## config.mk

```make
export PLATFORM = sky130hd
export DESIGN_NAME = dual_spring_damper_tracker_unit
export DESIGN_NICKNAME = d
export VERILOG_FILES = /design/src/sv/dsdt_pkg.sv /design/src/sv/dsdt_mul.sv /design/src/sv/dsdt_core.sv /design/src/sv/dual_spring_damper_tracker_unit.sv
export SDC_FILE = /design/constraint.sdc
export NUM_CORES = 2
export LEC_CHECK = 0
export BUFFER_PORTS_ARGS = -buffer_cell sky130_fd_sc_hd__buf_2
export CAP_MARGIN = 40
export CORE_MARGIN = 3
export CORE_UTILIZATION = 46
export DETAILED_ROUTE_END_ITERATION = 12
export PLACE_DENSITY_LB_ADDON = 0.15
export SYNTH_ARGS = -nofsm -noshare
export SYNTH_HDL_FRONTEND = slang
export SYNTH_SLANG_ARGS = --single-unit
```

## constraint.sdc

```tcl
create_clock -name clk -period 16.7 [get_ports clk]
set_clock_uncertainty 0.05 [all_clocks]
set_input_delay 0 -clock clk [delete_from_list [all_inputs] [get_ports clk]]
set_output_delay 0 -clock clk [all_outputs]
set_load 0.05 [all_outputs]
```

## src/sv/dsdt_pkg.sv

```systemverilog
// Shared types, widths and constants for the dual spring-damper tracker.
// No dependencies.
package dsdt_pkg;

	localparam int PX_W    = 8;
	localparam int SPD_W   = 10;
	localparam int COL_W   = 4;
	localparam int CIDX_W  = 3;
	localparam int POS_W   = 16;   // Q8.8 unsigned
	localparam int VEL_W   = 19;   // Q10.8 signed
	localparam int X_W     = 18;   // working position, signed
	localparam int DAMP_W  = 18;
	localparam int ACC_W   = 31;
	localparam int VT_W    = 26;
	localparam int MAG_W   = 37;
	localparam int QUO_W   = 29;
	localparam int RCP_W   = 30;
	localparam int MUL_W   = 31;
	localparam int PROD_W  = 2 * MUL_W;

	// Reciprocals ceil(2^K / d); exact floor division for dividends below 2^29.
	localparam logic [RCP_W-1:0] RECIP_5  = 30'd858993460;
	localparam logic [RCP_W-1:0] RECIP_10 = 30'd858993460;
	localparam logic [RCP_W-1:0] RECIP_30 = 30'd572662307;
	localparam int K_5  = 32;
	localparam int K_10 = 33;
	localparam int K_30 = 34;

	localparam int HALF_5    = 2;
	localparam int HALF_10   = 5;
	localparam int HALF_30   = 15;
	localparam int HALF_256  = 128;

	localparam int DAMP_EDGE = 2560;  // 10 px in Q8.8
	localparam int DAMP_RAMP = 28;

	localparam logic [2:0] COL_MAX  = 3'd7;
	localparam logic [2:0] COL_SPAN = 3'd5;

	localparam logic [PX_W-1:0]  RST_LEFT_LOW    = 8'd60;
	localparam logic [PX_W-1:0]  RST_LEFT_HIGH   = 8'd100;
	localparam logic [PX_W-1:0]  RST_RIGHT_LOW   = 8'd160;
	localparam logic [PX_W-1:0]  RST_RIGHT_HIGH  = 8'd200;
	localparam logic [PX_W-1:0]  RST_SPRING      = 8'd38;
	localparam logic [PX_W-1:0]  RST_BASE_DAMP   = 8'd8;
	localparam logic [PX_W-1:0]  RST_TREND       = 8'd32;
	localparam logic [SPD_W-1:0] RST_SPEED       = 10'd520;
	localparam logic [POS_W-1:0] RST_LEFT_CENTER  = 16'd20480;
	localparam logic [POS_W-1:0] RST_RIGHT_CENTER = 16'd46080;

	typedef logic signed [1:0] dir_t;
	localparam dir_t DIR_UP   = 2'sb01;
	localparam dir_t DIR_DOWN = 2'sb11;
	localparam dir_t DIR_NONE = 2'sb00;

	typedef enum logic [CIDX_W-1:0] {
		REG_LEFT_LOW,
		REG_LEFT_HIGH,
		REG_RIGHT_LOW,
		REG_RIGHT_HIGH,
		REG_SPRING_GAIN,
		REG_BASE_DAMPING,
		REG_TREND_GAIN,
		REG_SPEED_LIMIT
	} reg_idx_t;

	typedef struct packed {
		logic [PX_W-1:0]  spring;
		logic [PX_W-1:0]  base;
		logic [PX_W-1:0]  trend;
		logic [SPD_W-1:0] speed;
	} gain_t;

	typedef struct packed {
		logic [POS_W-1:0]        pos;
		logic signed [VEL_W-1:0] vel;
		logic [PX_W-1:0]         lo_px;
		logic [PX_W-1:0]         hi_px;
		logic [2:0]              m;
		dir_t                    dir;
	} trk_req_t;

	typedef struct packed {
		logic                    done;
		logic [POS_W-1:0]        pos;
		logic signed [VEL_W-1:0] vel;
	} trk_rsp_t;

	typedef enum logic [4:0] {
		C_IDLE,
		C_TGT_M,
		C_TGT_A,
		C_TGT_R,
		C_TGT_Q,
		C_DMP_A,
		C_DMP_R,
		C_DMP_Q,
		C_SPR,
		C_DMP_P,
		C_DMP_S,
		C_ACC_A,
		C_ACC_R,
		C_ACC_Q,
		C_VCLP,
		C_V_A,
		C_V_R,
		C_V_Q,
		C_CLMP,
		C_DONE
	} core_st_t;

	typedef enum logic [2:0] {
		T_IDLE,
		T_LGO,
		T_LRUN,
		T_RGO,
		T_RRUN,
		T_WB
	} top_st_t;

endpackage

```

## src/sv/dsdt_mul.sv

```systemverilog
// Shared signed multiplier with a registered product.
// Depends on dsdt_pkg.
module dsdt_mul (
	input  logic                               clk,
	input  logic signed [dsdt_pkg::MUL_W-1:0]  a,
	input  logic signed [dsdt_pkg::MUL_W-1:0]  b,
	output logic signed [dsdt_pkg::PROD_W-1:0] p
);
	import dsdt_pkg::*;

	logic signed [PROD_W-1:0] p_q;

	always_ff @(posedge clk) begin
		p_q <= a * b;
	end

	assign p = p_q;

endmodule

```

## src/sv/dsdt_core.sv

```systemverilog
// One track update (target, damping, forces, Euler steps, clamps) sequenced
// over the shared multiplier. Depends on dsdt_pkg and dsdt_mul.
module dsdt_core (
	input  logic                clk,
	input  logic                arst_n,
	input  logic                start,
	input  dsdt_pkg::trk_req_t  req,
	input  dsdt_pkg::gain_t     gain,
	output dsdt_pkg::trk_rsp_t  rsp
);
	import dsdt_pkg::*;

	core_st_t st_q, st_d;

	logic signed [X_W-1:0]    lo_q, hi_q, x_q, tgt_q;
	logic signed [VEL_W-1:0]  v_q;
	logic [2:0]               m_q;
	dir_t                     dir_q;
	logic [DAMP_W-1:0]        damp_q;
	logic signed [ACC_W-1:0]  acc_q;
	logic signed [VT_W-1:0]   vt_q;
	logic [MAG_W-1:0]         mag_q;
	logic                     neg_q, near_q;

	logic signed [MUL_W-1:0]  ma, mb;
	logic signed [PROD_W-1:0] prod;

	logic [MAG_W-1:0]         prod_mag;
	logic [ACC_W-1:0]         acc_abs;
	logic [VEL_W-1:0]         v_abs;
	logic [QUO_W-1:0]         quo;
	logic signed [QUO_W:0]    sq;
	logic signed [X_W-1:0]    dl, dr, dmin, edge_gap;
	logic                     near;
	logic signed [ACC_W-1:0]  trend_term;
	logic signed [VT_W-1:0]   lim_v;
	logic signed [VEL_W-1:0]  vclamp;
	logic                     lo_hit, hi_hit;
	logic signed [X_W-1:0]    x1, x2;
	logic signed [VEL_W-1:0]  v1, v2;

	dsdt_mul u_mul (
		.clk (clk),
		.a   (ma),
		.b   (mb),
		.p   (prod)
	);

	// datapath helpers
	always_comb begin
		prod_mag = prod[PROD_W-1] ? MAG_W'(-prod) : MAG_W'(prod);
		acc_abs  = acc_q[ACC_W-1] ? -acc_q : acc_q;
		v_abs    = v_q[VEL_W-1] ? -v_q : v_q;

		case (st_q)
			C_TGT_Q: quo = prod[K_5+QUO_W-1:K_5];
			C_DMP_Q: quo = prod[K_10+QUO_W-1:K_10];
			default: quo = QUO_W'(prod[PROD_W-1:K_30]);
		endcase
		sq = neg_q ? -$signed({1'b0, quo}) : $signed({1'b0, quo});

		dl       = x_q - lo_q;
		dr       = hi_q - x_q;
		dmin     = (dl < dr) ? dl : dr;
		near     = dmin < X_W'(DAMP_EDGE);
		edge_gap = X_W'(DAMP_EDGE) - dmin;

		if (dir_q == DIR_UP) begin
			trend_term = ACC_W'($signed({1'b0, gain.trend, 8'b0}));
		end else if (dir_q == DIR_DOWN) begin
			trend_term = -ACC_W'($signed({1'b0, gain.trend, 8'b0}));
		end else begin
			trend_term = '0;
		end

		lim_v = VT_W'($signed({1'b0, gain.speed, 8'b0}));
		if (vt_q > lim_v) begin
			vclamp = VEL_W'(lim_v);
		end else if (vt_q < -lim_v) begin
			vclamp = VEL_W'(-lim_v);
		end else begin
			vclamp = VEL_W'(vt_q);
		end

		// low bound first, then high bound (order matters for reversed bounds)
		lo_hit = x_q < lo_q;
		x1     = lo_hit ? lo_q : x_q;
		v1     = (lo_hit && v_q[VEL_W-1]) ? '0 : v_q;
		hi_hit = x1 > hi_q;
		x2     = hi_hit ? hi_q : x1;
		v2     = (hi_hit && !v1[VEL_W-1] && (v1 != '0)) ? '0 : v1;
	end

	always_ff @(posedge clk or negedge arst_n) begin
		if (!arst_n) begin
			st_q <= C_IDLE;
		end else begin
			st_q <= st_d;
		end
	end

	// sequencer: next state, multiplier operands and response
	always_comb begin
		st_d     = st_q;
		ma       = '0;
		mb       = '0;
		rsp.done = 1'b0;
		rsp.pos  = x_q[POS_W-1:0];
		rsp.vel  = v_q;
		case (st_q)
			C_IDLE: begin
				if (start) st_d = C_TGT_M;
			end
			C_TGT_M: begin
				ma   = MUL_W'(hi_q - lo_q);
				mb   = MUL_W'($signed({1'b0, m_q}));
				st_d = C_TGT_A;
			end
			C_TGT_A: st_d = C_TGT_R;
			C_TGT_R: begin
				ma   = MUL_W'($signed({1'b0, mag_q[QUO_W-1:0]}));
				mb   = $signed({1'b0, RECIP_5});
				st_d = C_TGT_Q;
			end
			C_TGT_Q: begin
				ma   = near ? MUL_W'(edge_gap) : '0;
				mb   = MUL_W'(DAMP_RAMP);
				st_d = C_DMP_A;
			end
			C_DMP_A: st_d = C_DMP_R;
			C_DMP_R: begin
				ma   = MUL_W'($signed({1'b0, mag_q[QUO_W-1:0]}));
				mb   = $signed({1'b0, RECIP_10});
				st_d = C_DMP_Q;
			end
			C_DMP_Q: begin
				ma   = MUL_W'($signed({1'b0, gain.spring}));
				mb   = MUL_W'(tgt_q - x_q);
				st_d = C_SPR;
			end
			C_SPR: begin
				ma   = MUL_W'($signed({1'b0, damp_q}));
				mb   = MUL_W'(v_q);
				st_d = C_DMP_P;
			end
			C_DMP_P: st_d = C_DMP_S;
			C_DMP_S: st_d = C_ACC_A;
			C_ACC_A: st_d = C_ACC_R;
			C_ACC_R: begin
				ma   = MUL_W'($signed({1'b0, mag_q[QUO_W-1:0]}));
				mb   = $signed({1'b0, RECIP_30});
				st_d = C_ACC_Q;
			end
			C_ACC_Q: st_d = C_VCLP;
			C_VCLP:  st_d = C_V_A;
			C_V_A:   st_d = C_V_R;
			C_V_R: begin
				ma   = MUL_W'($signed({1'b0, mag_q[QUO_W-1:0]}));
				mb   = $signed({1'b0, RECIP_30});
				st_d = C_V_Q;
			end
			C_V_Q:   st_d = C_CLMP;
			C_CLMP:  st_d = C_DONE;
			C_DONE: begin
				rsp.done = 1'b1;
				st_d     = C_IDLE;
			end
			default: st_d = C_IDLE;
		endcase
	end

	// datapath registers
	always_ff @(posedge clk) begin
		case (st_q)
			C_IDLE: begin
				if (start) begin
					lo_q  <= $signed({2'b00, req.lo_px, 8'b0});
					hi_q  <= $signed({2'b00, req.hi_px, 8'b0});
					x_q   <= $signed({2'b00, req.pos});
					v_q   <= req.vel;
					m_q   <= req.m;
					dir_q <= req.dir;
				end
			end
			C_TGT_A: begin
				mag_q <= prod_mag + MAG_W'(HALF_5);
				neg_q <= prod[PROD_W-1];
			end
			C_TGT_Q: begin
				tgt_q  <= lo_q + X_W'(sq);
				near_q <= near;
			end
			C_DMP_A: begin
				mag_q <= prod_mag + MAG_W'(HALF_10);
				neg_q <= 1'b0;
			end
			C_DMP_Q: begin
				damp_q <= DAMP_W'({gain.base, 8'b0}) + (near_q ? DAMP_W'(quo) : '0);
			end
			C_SPR: begin
				acc_q <= ACC_W'(prod) + trend_term;
			end
			C_DMP_P: begin
				mag_q <= prod_mag + MAG_W'(HALF_256);
				neg_q <= prod[PROD_W-1];
			end
			C_DMP_S: begin
				// subtract the rounded damping force
				if (neg_q) begin
					acc_q <= acc_q + $signed(ACC_W'(mag_q[MAG_W-1:8]));
				end else begin
					acc_q <= acc_q - $signed(ACC_W'(mag_q[MAG_W-1:8]));
				end
			end
			C_ACC_A: begin
				mag_q <= MAG_W'(acc_abs) + MAG_W'(HALF_30);
				neg_q <= acc_q[ACC_W-1];
			end
			C_ACC_Q: begin
				vt_q <= VT_W'(v_q) + VT_W'(sq);
			end
			C_VCLP: begin
				v_q <= vclamp;
			end
			C_V_A: begin
				mag_q <= MAG_W'(v_abs) + MAG_W'(HALF_30);
				neg_q <= v_q[VEL_W-1];
			end
			C_V_Q: begin
				x_q <= x_q + X_W'(sq);
			end
			C_CLMP: begin
				x_q <= x2;
				v_q <= v2;
			end
			default: ;
		endcase
	end

endmodule

```

## src/sv/dual_spring_damper_tracker_unit.sv

```systemverilog
// Top level of the dual spring-damper tracker: config registers, track
// state, handshakes and draw logic. Depends on dsdt_pkg and dsdt_core.
//
//  channel | direction | handshake             | payload
//  --------+-----------+-----------------------+-----------------------------------
//  cfg     | in        | cfg_valid / cfg_ready | cfg_index[2:0], cfg_data[9:0]
//  in      | in        | in_valid / in_ready   | finger_column[3:0], restart
//  out     | out       | out_valid / out_ready | left/right_pixel, redraw, erase_old,
//          |           |                       | old_left/right_pixel
//
// After acceptance a request runs, per track, through a start state, 18
// steps on the single shared multiplier and a done state, first for the
// left track and then for the right, then a write-back state that loads
// the result into the output register. in_ready is high only when idle.
// A finished result waits in the output register; the next request can be
// accepted while it waits, and write-back stalls only if it is still unread.
// Reset loads the register defaults, centers both tracks and arms a restart
// for the first request. cfg_ready is always high.
module dual_spring_damper_tracker_unit (
	input  logic                          clk,
	input  logic                          arst_n,
	input  logic                          cfg_valid,
	output logic                          cfg_ready,
	input  logic [dsdt_pkg::CIDX_W-1:0]   cfg_index,
	input  logic [dsdt_pkg::SPD_W-1:0]    cfg_data,
	input  logic                          in_valid,
	output logic                          in_ready,
	input  logic [dsdt_pkg::COL_W-1:0]    finger_column,
	input  logic                          restart,
	output logic                          out_valid,
	input  logic                          out_ready,
	output logic [dsdt_pkg::PX_W-1:0]     left_pixel,
	output logic [dsdt_pkg::PX_W-1:0]     right_pixel,
	output logic                          redraw,
	output logic                          erase_old,
	output logic [dsdt_pkg::PX_W-1:0]     old_left_pixel,
	output logic [dsdt_pkg::PX_W-1:0]     old_right_pixel
);
	import dsdt_pkg::*;

	// configuration
	logic [PX_W-1:0]  left_low_q, left_high_q, right_low_q, right_high_q;
	logic [PX_W-1:0]  spring_q, base_q, trend_q;
	logic [SPD_W-1:0] speed_q;

	// track state
	logic [POS_W-1:0]        lpos_q, rpos_q;
	logic signed [VEL_W-1:0] lvel_q, rvel_q;
	logic [2:0]              last_q;
	logic                    start_q;
	logic [PX_W-1:0]         drawn_l_q, drawn_r_q;
	logic                    dv_q;

	// per-request values
	logic [2:0] m_q;
	dir_t       dir_q;

	// output register
	logic            out_valid_q;
	logic [PX_W-1:0] lp_q, rp_q, old_l_q, old_r_q;
	logic            redraw_q, erase_q;

	top_st_t  tst_q, tst_d;
	logic     in_fire, core_start, load;
	trk_req_t req;
	trk_rsp_t rsp;
	gain_t    gain;

	logic [2:0]       col, prev_col;
	logic             eff_rst;
	dir_t             dir_new;
	logic [POS_W:0]   lsum, rsum;
	logic [PX_W-1:0]  lp, rp;
	logic             redraw_n, erase_n;

	assign cfg_ready = 1'b1;
	assign in_ready  = (tst_q == T_IDLE);
	assign in_fire   = in_valid && in_ready;

	assign gain.spring = spring_q;
	assign gain.base   = base_q;
	assign gain.trend  = trend_q;
	assign gain.speed  = speed_q;

	dsdt_core u_core (
		.clk    (clk),
		.arst_n (arst_n),
		.start  (core_start),
		.req    (req),
		.gain   (gain),
		.rsp    (rsp)
	);

	// column saturation, restart handling and trend direction
	always_comb begin
		col      = (finger_column > COL_W'(COL_MAX)) ? COL_MAX : finger_column[2:0];
		eff_rst  = restart || start_q;
		prev_col = eff_rst ? col : last_q;
		if (col > prev_col) begin
			dir_new = DIR_UP;
		end else if (col < prev_col) begin
			dir_new = DIR_DOWN;
		end else begin
			dir_new = DIR_NONE;
		end
	end

	// rounding to pixels and draw decision
	always_comb begin
		lsum     = {1'b0, lpos_q} + (POS_W+1)'(HALF_256);
		rsum     = {1'b0, rpos_q} + (POS_W+1)'(HALF_256);
		lp       = lsum[POS_W-1:8];
		rp       = rsum[POS_W-1:8];
		redraw_n = !dv_q || (lp != drawn_l_q) || (rp != drawn_r_q);
		erase_n  = redraw_n && dv_q;
	end

	always_ff @(posedge clk or negedge arst_n) begin
		if (!arst_n) begin
			tst_q <= T_IDLE;
		end else begin
			tst_q <= tst_d;
		end
	end

	// sequencer over the two tracks
	always_comb begin
		tst_d      = tst_q;
		core_start = 1'b0;
		load       = 1'b0;
		req.pos    = lpos_q;
		req.vel    = lvel_q;
		req.lo_px  = left_low_q;
		req.hi_px  = left_high_q;
		req.m      = m_q;
		req.dir    = dir_q;
		case (tst_q)
			T_IDLE: begin
				if (in_fire) tst_d = T_LGO;
			end
			T_LGO: begin
				core_start = 1'b1;
				tst_d      = T_LRUN;
			end
			T_LRUN: begin
				if (rsp.done) tst_d = T_RGO;
			end
			T_RGO: begin
				core_start = 1'b1;
				req.pos    = rpos_q;
				req.vel    = rvel_q;
				req.lo_px  = right_low_q;
				req.hi_px  = right_high_q;
				tst_d      = T_RRUN;
			end
			T_RRUN: begin
				if (rsp.done) tst_d = T_WB;
			end
			T_WB: begin
				// hold until the output register is free
				if (!out_valid_q || out_ready) begin
					load  = 1'b1;
					tst_d = T_IDLE;
				end
			end
			default: tst_d = T_IDLE;
		endcase
	end

	// config register writes; all eight indexes name a register
	always_ff @(posedge clk or negedge arst_n) begin
		if (!arst_n) begin
			left_low_q   <= RST_LEFT_LOW;
			left_high_q  <= RST_LEFT_HIGH;
			right_low_q  <= RST_RIGHT_LOW;
			right_high_q <= RST_RIGHT_HIGH;
			spring_q     <= RST_SPRING;
			base_q       <= RST_BASE_DAMP;
			trend_q      <= RST_TREND;
			speed_q      <= RST_SPEED;
		end else if (cfg_valid && cfg_ready) begin
			case (reg_idx_t'(cfg_index))
				REG_LEFT_LOW:     left_low_q   <= cfg_data[PX_W-1:0];
				REG_LEFT_HIGH:    left_high_q  <= cfg_data[PX_W-1:0];
				REG_RIGHT_LOW:    right_low_q  <= cfg_data[PX_W-1:0];
				REG_RIGHT_HIGH:   right_high_q <= cfg_data[PX_W-1:0];
				REG_SPRING_GAIN:  spring_q     <= cfg_data[PX_W-1:0];
				REG_BASE_DAMPING: base_q       <= cfg_data[PX_W-1:0];
				REG_TREND_GAIN:   trend_q      <= cfg_data[PX_W-1:0];
				REG_SPEED_LIMIT:  speed_q      <= cfg_data;
				default: ;
			endcase
		end
	end

	// track state: restart on accept, core results, draw bookkeeping
	always_ff @(posedge clk or negedge arst_n) begin
		if (!arst_n) begin
			lpos_q    <= RST_LEFT_CENTER;
			rpos_q    <= RST_RIGHT_CENTER;
			lvel_q    <= '0;
			rvel_q    <= '0;
			last_q    <= '0;
			start_q   <= 1'b1;
			drawn_l_q <= '0;
			drawn_r_q <= '0;
			dv_q      <= 1'b0;
		end else begin
			if (in_fire) begin
				last_q  <= col;
				start_q <= 1'b0;
				if (eff_rst) begin
					// center = (low + high) * 128 in Q8.8
					lpos_q <= {({1'b0, left_low_q} + {1'b0, left_high_q}), 7'b0};
					rpos_q <= {({1'b0, right_low_q} + {1'b0, right_high_q}), 7'b0};
					lvel_q <= '0;
					rvel_q <= '0;
					dv_q   <= 1'b0;
				end
			end
			if (tst_q == T_LRUN && rsp.done) begin
				lpos_q <= rsp.pos;
				lvel_q <= rsp.vel;
			end
			if (tst_q == T_RRUN && rsp.done) begin
				rpos_q <= rsp.pos;
				rvel_q <= rsp.vel;
			end
			if (load && redraw_n) begin
				drawn_l_q <= lp;
				drawn_r_q <= rp;
				dv_q      <= 1'b1;
			end
		end
	end

	always_ff @(posedge clk) begin
		if (in_fire) begin
			m_q   <= (col > COL_SPAN) ? COL_SPAN : col;
			dir_q <= dir_new;
		end
	end

	always_ff @(posedge clk or negedge arst_n) begin
		if (!arst_n) begin
			out_valid_q <= 1'b0;
		end else if (load) begin
			out_valid_q <= 1'b1;
		end else if (out_ready) begin
			out_valid_q <= 1'b0;
		end
	end

	always_ff @(posedge clk) begin
		if (load) begin
			lp_q     <= lp;
			rp_q     <= rp;
			redraw_q <= redraw_n;
			erase_q  <= erase_n;
			old_l_q  <= erase_n ? drawn_l_q : '0;
			old_r_q  <= erase_n ? drawn_r_q : '0;
		end
	end

	assign out_valid       = out_valid_q;
	assign left_pixel      = lp_q;
	assign right_pixel     = rp_q;
	assign redraw          = redraw_q;
	assign erase_old       = erase_q;
	assign old_left_pixel  = old_l_q;
	assign old_right_pixel = old_r_q;

endmodule

```

==> results.toml <==
[status]
outcome = "finished, final reports clean"

[logic_synthesis]
syn-cell-area_sq_mm = 0.0665
muxShareOfSynthArea = 0.0199
ys_seq_elements = 456
synth_warnings = 0
yosysTopAreaCellShare = 0.299
synth_cell_type_count = 109
synth_top_family_by_area = "adder cells"
synthFlopType = "edfxtp_1"
synth_fa_ha_area_frac = 0.380
synth_area_leaders = "fa_1 (30%), edfxtp_1 (10%), ha_1 (8.0%)"
synth_top_cell_by_area = "fa_1"
synth-edff-count = 229
synth-async-reset-ratio = 0.364
synth-simple-area-share = 0.134
synth_xor_area_frac = 0.0606
synth_cells = 7244
synth_compound_area_frac = 0.134
synth-seq-area-share = 0.185
synth_area_per_cell_sq_um = 9.18

[setup_path]
crit_path_end_kind = "flip-flop"
r2r_setup_slack_ns = 1.36
slowest_delay_ns = 0.79
crit_top_cell = "fa_1"
cpLargestDelayFamily = "adder cells"
r2r-end = "u_core.u_mul.p[61]$_DFF_P_"
r2r_start = "u_core.x_q[1]$_DFFE_PP_"
critPathRequiredTime_ns = 17.21
arrival_ns = 15.85
slowest_stage = "mux2i_1"
cp_num_buf_inv = 7
ff2ff_path_depth = 45
cp_num_cells = 45
worst-path-max-fanout = 25
start_kind = "flip-flop"
critical_path_class = "reg -> reg"

[power]
p_leak_nw = 33.9
clock_power_share = 0.091
p_switching_mw = 7.09
p_per_area_mw_per_mm2 = 195
pwr-share-seq = 0.115
power.internal_mw = 7.06
irDropWorstVdd_mv = 0.779
comb_power_share = 0.794
swShare = 0.501

[global_route]
grt_use_met2 = 0.479
grt_antenna_before_repair = 5
gr-usage-met3 = 0.0865
grt_max_degree = 68
grtUsageTotal = 0.321
grt_pass1_vias = 54000
grt_first_pass_wirelength_microns = 354000
grt_overflow = 0
met1_usage = 0.445
grt.busiest_layer = "met2"

[clock_network]
root_buffer = "clkbuf_16"
cts.clk_slew.worst_paths_ns = 0.06
clockBufferDepth = 3
insertion_delay_ns = 0.66
clock-sinks = 456
cts_inserted_buffers = 53
tritoncts = "done"
htree_levels = 2

[die]
initial_core_util = 0.467
core_area_sq_mm = 0.142
die-area_sq_mm = 0.149
die_w_microns = 386
rows = 138
pin_count = 60
die_h_microns = 386

[detailed_routing]
drt_iter0_markers = 5353
vias = 54000
wl_microns = 237000
viasPerCell = 5.74
drc = 0
drt_pass1_iterations = 6
wl_per_cell_microns = 25.3
ant_nets = 0

[place]
place_area_sq_mm = 0.0702
place_hpwl_microns = 195000
numPortBuffers = 58
gp_congestion = 1.03

[sta]
fin_setup_tns_ns = 0
setup_viol = 0
period_share = 0.918
slew_headroom = 0.168
maxSlewViolCount = 0
tightest_slew_ns = 1.25
fin_crit_ns = 15.34
clock.fmax_ghz = 0.0652
rsz0062_at_grt = "false"
hold_viol = 0

[hold_path]
whs_path_depth = 4
min_path_type = "in -> reg"
hold_end = "tst_q[0]$_DFFE_PN0P_"
min_from = "in_valid"

[finish]
final_cell_mix = "inv_1 (1,231), fa_1 (994), nand2_1 (708)"
nets = 8906
fin_area_sq_mm = 0.0724
area_growth_pct = 8.99
final_common_cell = "inv_1"
drive_gt1_frac = 0.0733

[run]
cap_violations = 0
==> worst min-delay path, stage by stage <==
cell,delay (ns)
dlygate4sd3_1,0.52
buf_2,0.12
a22oi_1,0.07
o21bai_1,0.11
==> metrics by stage <==
step	total power [mW]	hold slack, ns	util	setup slack [ns]	instances
floorplan	10.1	-0.346	-	3.87	7433
global placement	12.8	0.0221	0.491	1.76	9240
detailed placement	12.9	0.0324	0.493	1.64	9263
CTS	14.3	0.110	0.508	1.54	9393
global route	15.8	0.189	0.509	0.498	9396
finish	14.2	0.151	0.509	1.36	9397
==> kinds of logic (layout without fill, tap and decap cells) <==
group	Yosys count	count (layout)
buffers and inverters	1526	1599
XOR/XNOR	459	459
adder cells (fa/ha/maj)	1421	1421
other	2	192
flip-flops	456	456
AND/OR/NAND/NOR	1935	1935
multiplexers	121	121
AO/OA/AOI/OAI	1324	1324
==> layout make-up <==
type                       instances  area [sq um]
fill                           13500         70000
multi-input combinational       5451         49300
sequential                       456         12300
inverter                        1236          4640
tap                             1890          2360
timing repair buffer             264          1980
clock buffer                      66          1490
clock inverter                    33           402
antenna                            1          2.50
==> how the worst max path moves through the flow <==
stage | from | to
2_1_floorplan | u_core.x_q[1]$_DFFE_PP_ | u_core.u_mul.p[61]$_DFF_P_
3_3_place_gp | u_core.x_q[1]$_DFFE_PP_ | u_core.u_mul.p[52]$_DFF_P_
3_5_place_dp | u_core.x_q[1]$_DFFE_PP_ | u_core.u_mul.p[52]$_DFF_P_
4_1_cts | u_core.x_q[1]$_DFFE_PP_ | u_core.u_mul.p[52]$_DFF_P_
5_1_grt | u_core.x_q[1]$_DFFE_PP_ | u_core.u_mul.p[61]$_DFF_P_
6_report | u_core.x_q[1]$_DFFE_PP_ | u_core.u_mul.p[61]$_DFF_P_
==> power groups by stage <==
stage / registers, mW / clock network [mW] / logic [mW]
floorplan: 1.57 / 0 / 8.50
detailed placement: 1.65 / 0 / 11.2
global route: 1.64 / 1.36 / 12.8
global placement: 1.65 / 0 / 11.2
CTS: 1.63 / 1.31 / 11.3
finish: 1.63 / 1.28 / 11.2
==> sequential cells by signal, indices dropped and copies added, names as in the netlist, 10 cells and up <==
| signal | cells |
|---|---|
| u_core.v_q | 19 |
| lvel_q | 19 |
| rvel_q | 19 |
| u_core.mag_q | 37 |
| u_core.u_mul.p | 61 |
| u_core.tgt_q | 18 |
| rpos_q | 16 |
| lpos_q | 16 |
| u_core.damp_q | 18 |
| u_core.vt_q | 26 |
| speed_q | 10 |
| u_core.acc_q | 31 |
| u_core.x_q | 18 |
==> layer usage <==
metal,share of wire,vias to the layer above
li1,-,24100
met1,0.42,27100
met2,0.43,2382
met3,0.10,427
met4,0.047,0
met5,0,-
==> synth_stat cells, drive strengths merged, types with 31 or more instances <==
library cell / count
inv: 1234
fa: 994
nand2: 709
nor2: 550
ha: 427
a21oi: 338
xnor2: 287
o21ai: 283
clkbuf: 232
edfxtp: 229
xor2: 172
dfrtp: 140
nor3: 124
mux2: 88
nand2b: 84
nand3: 84
a21o: 83
and2: 70
nor2b: 67
dfxtp: 61
a22o: 60
buf: 58
o21a: 57
o31ai: 51
a31oi: 47
a22oi: 45
or3: 38
nor4: 36
nand4: 35
a221o: 34
mux2i: 33
a211oi: 32
o21bai: 31
or4: 31
==> timing repair <==
item,4_1_cts,5_1_grt
hold buffers,31,0
setup endpoints to repair,0,0
resized for setup,0,0
hold endpoints to repair,168,0
setup buffers,0,0
No activity file was read; power rests on OpenSTA's default activity.
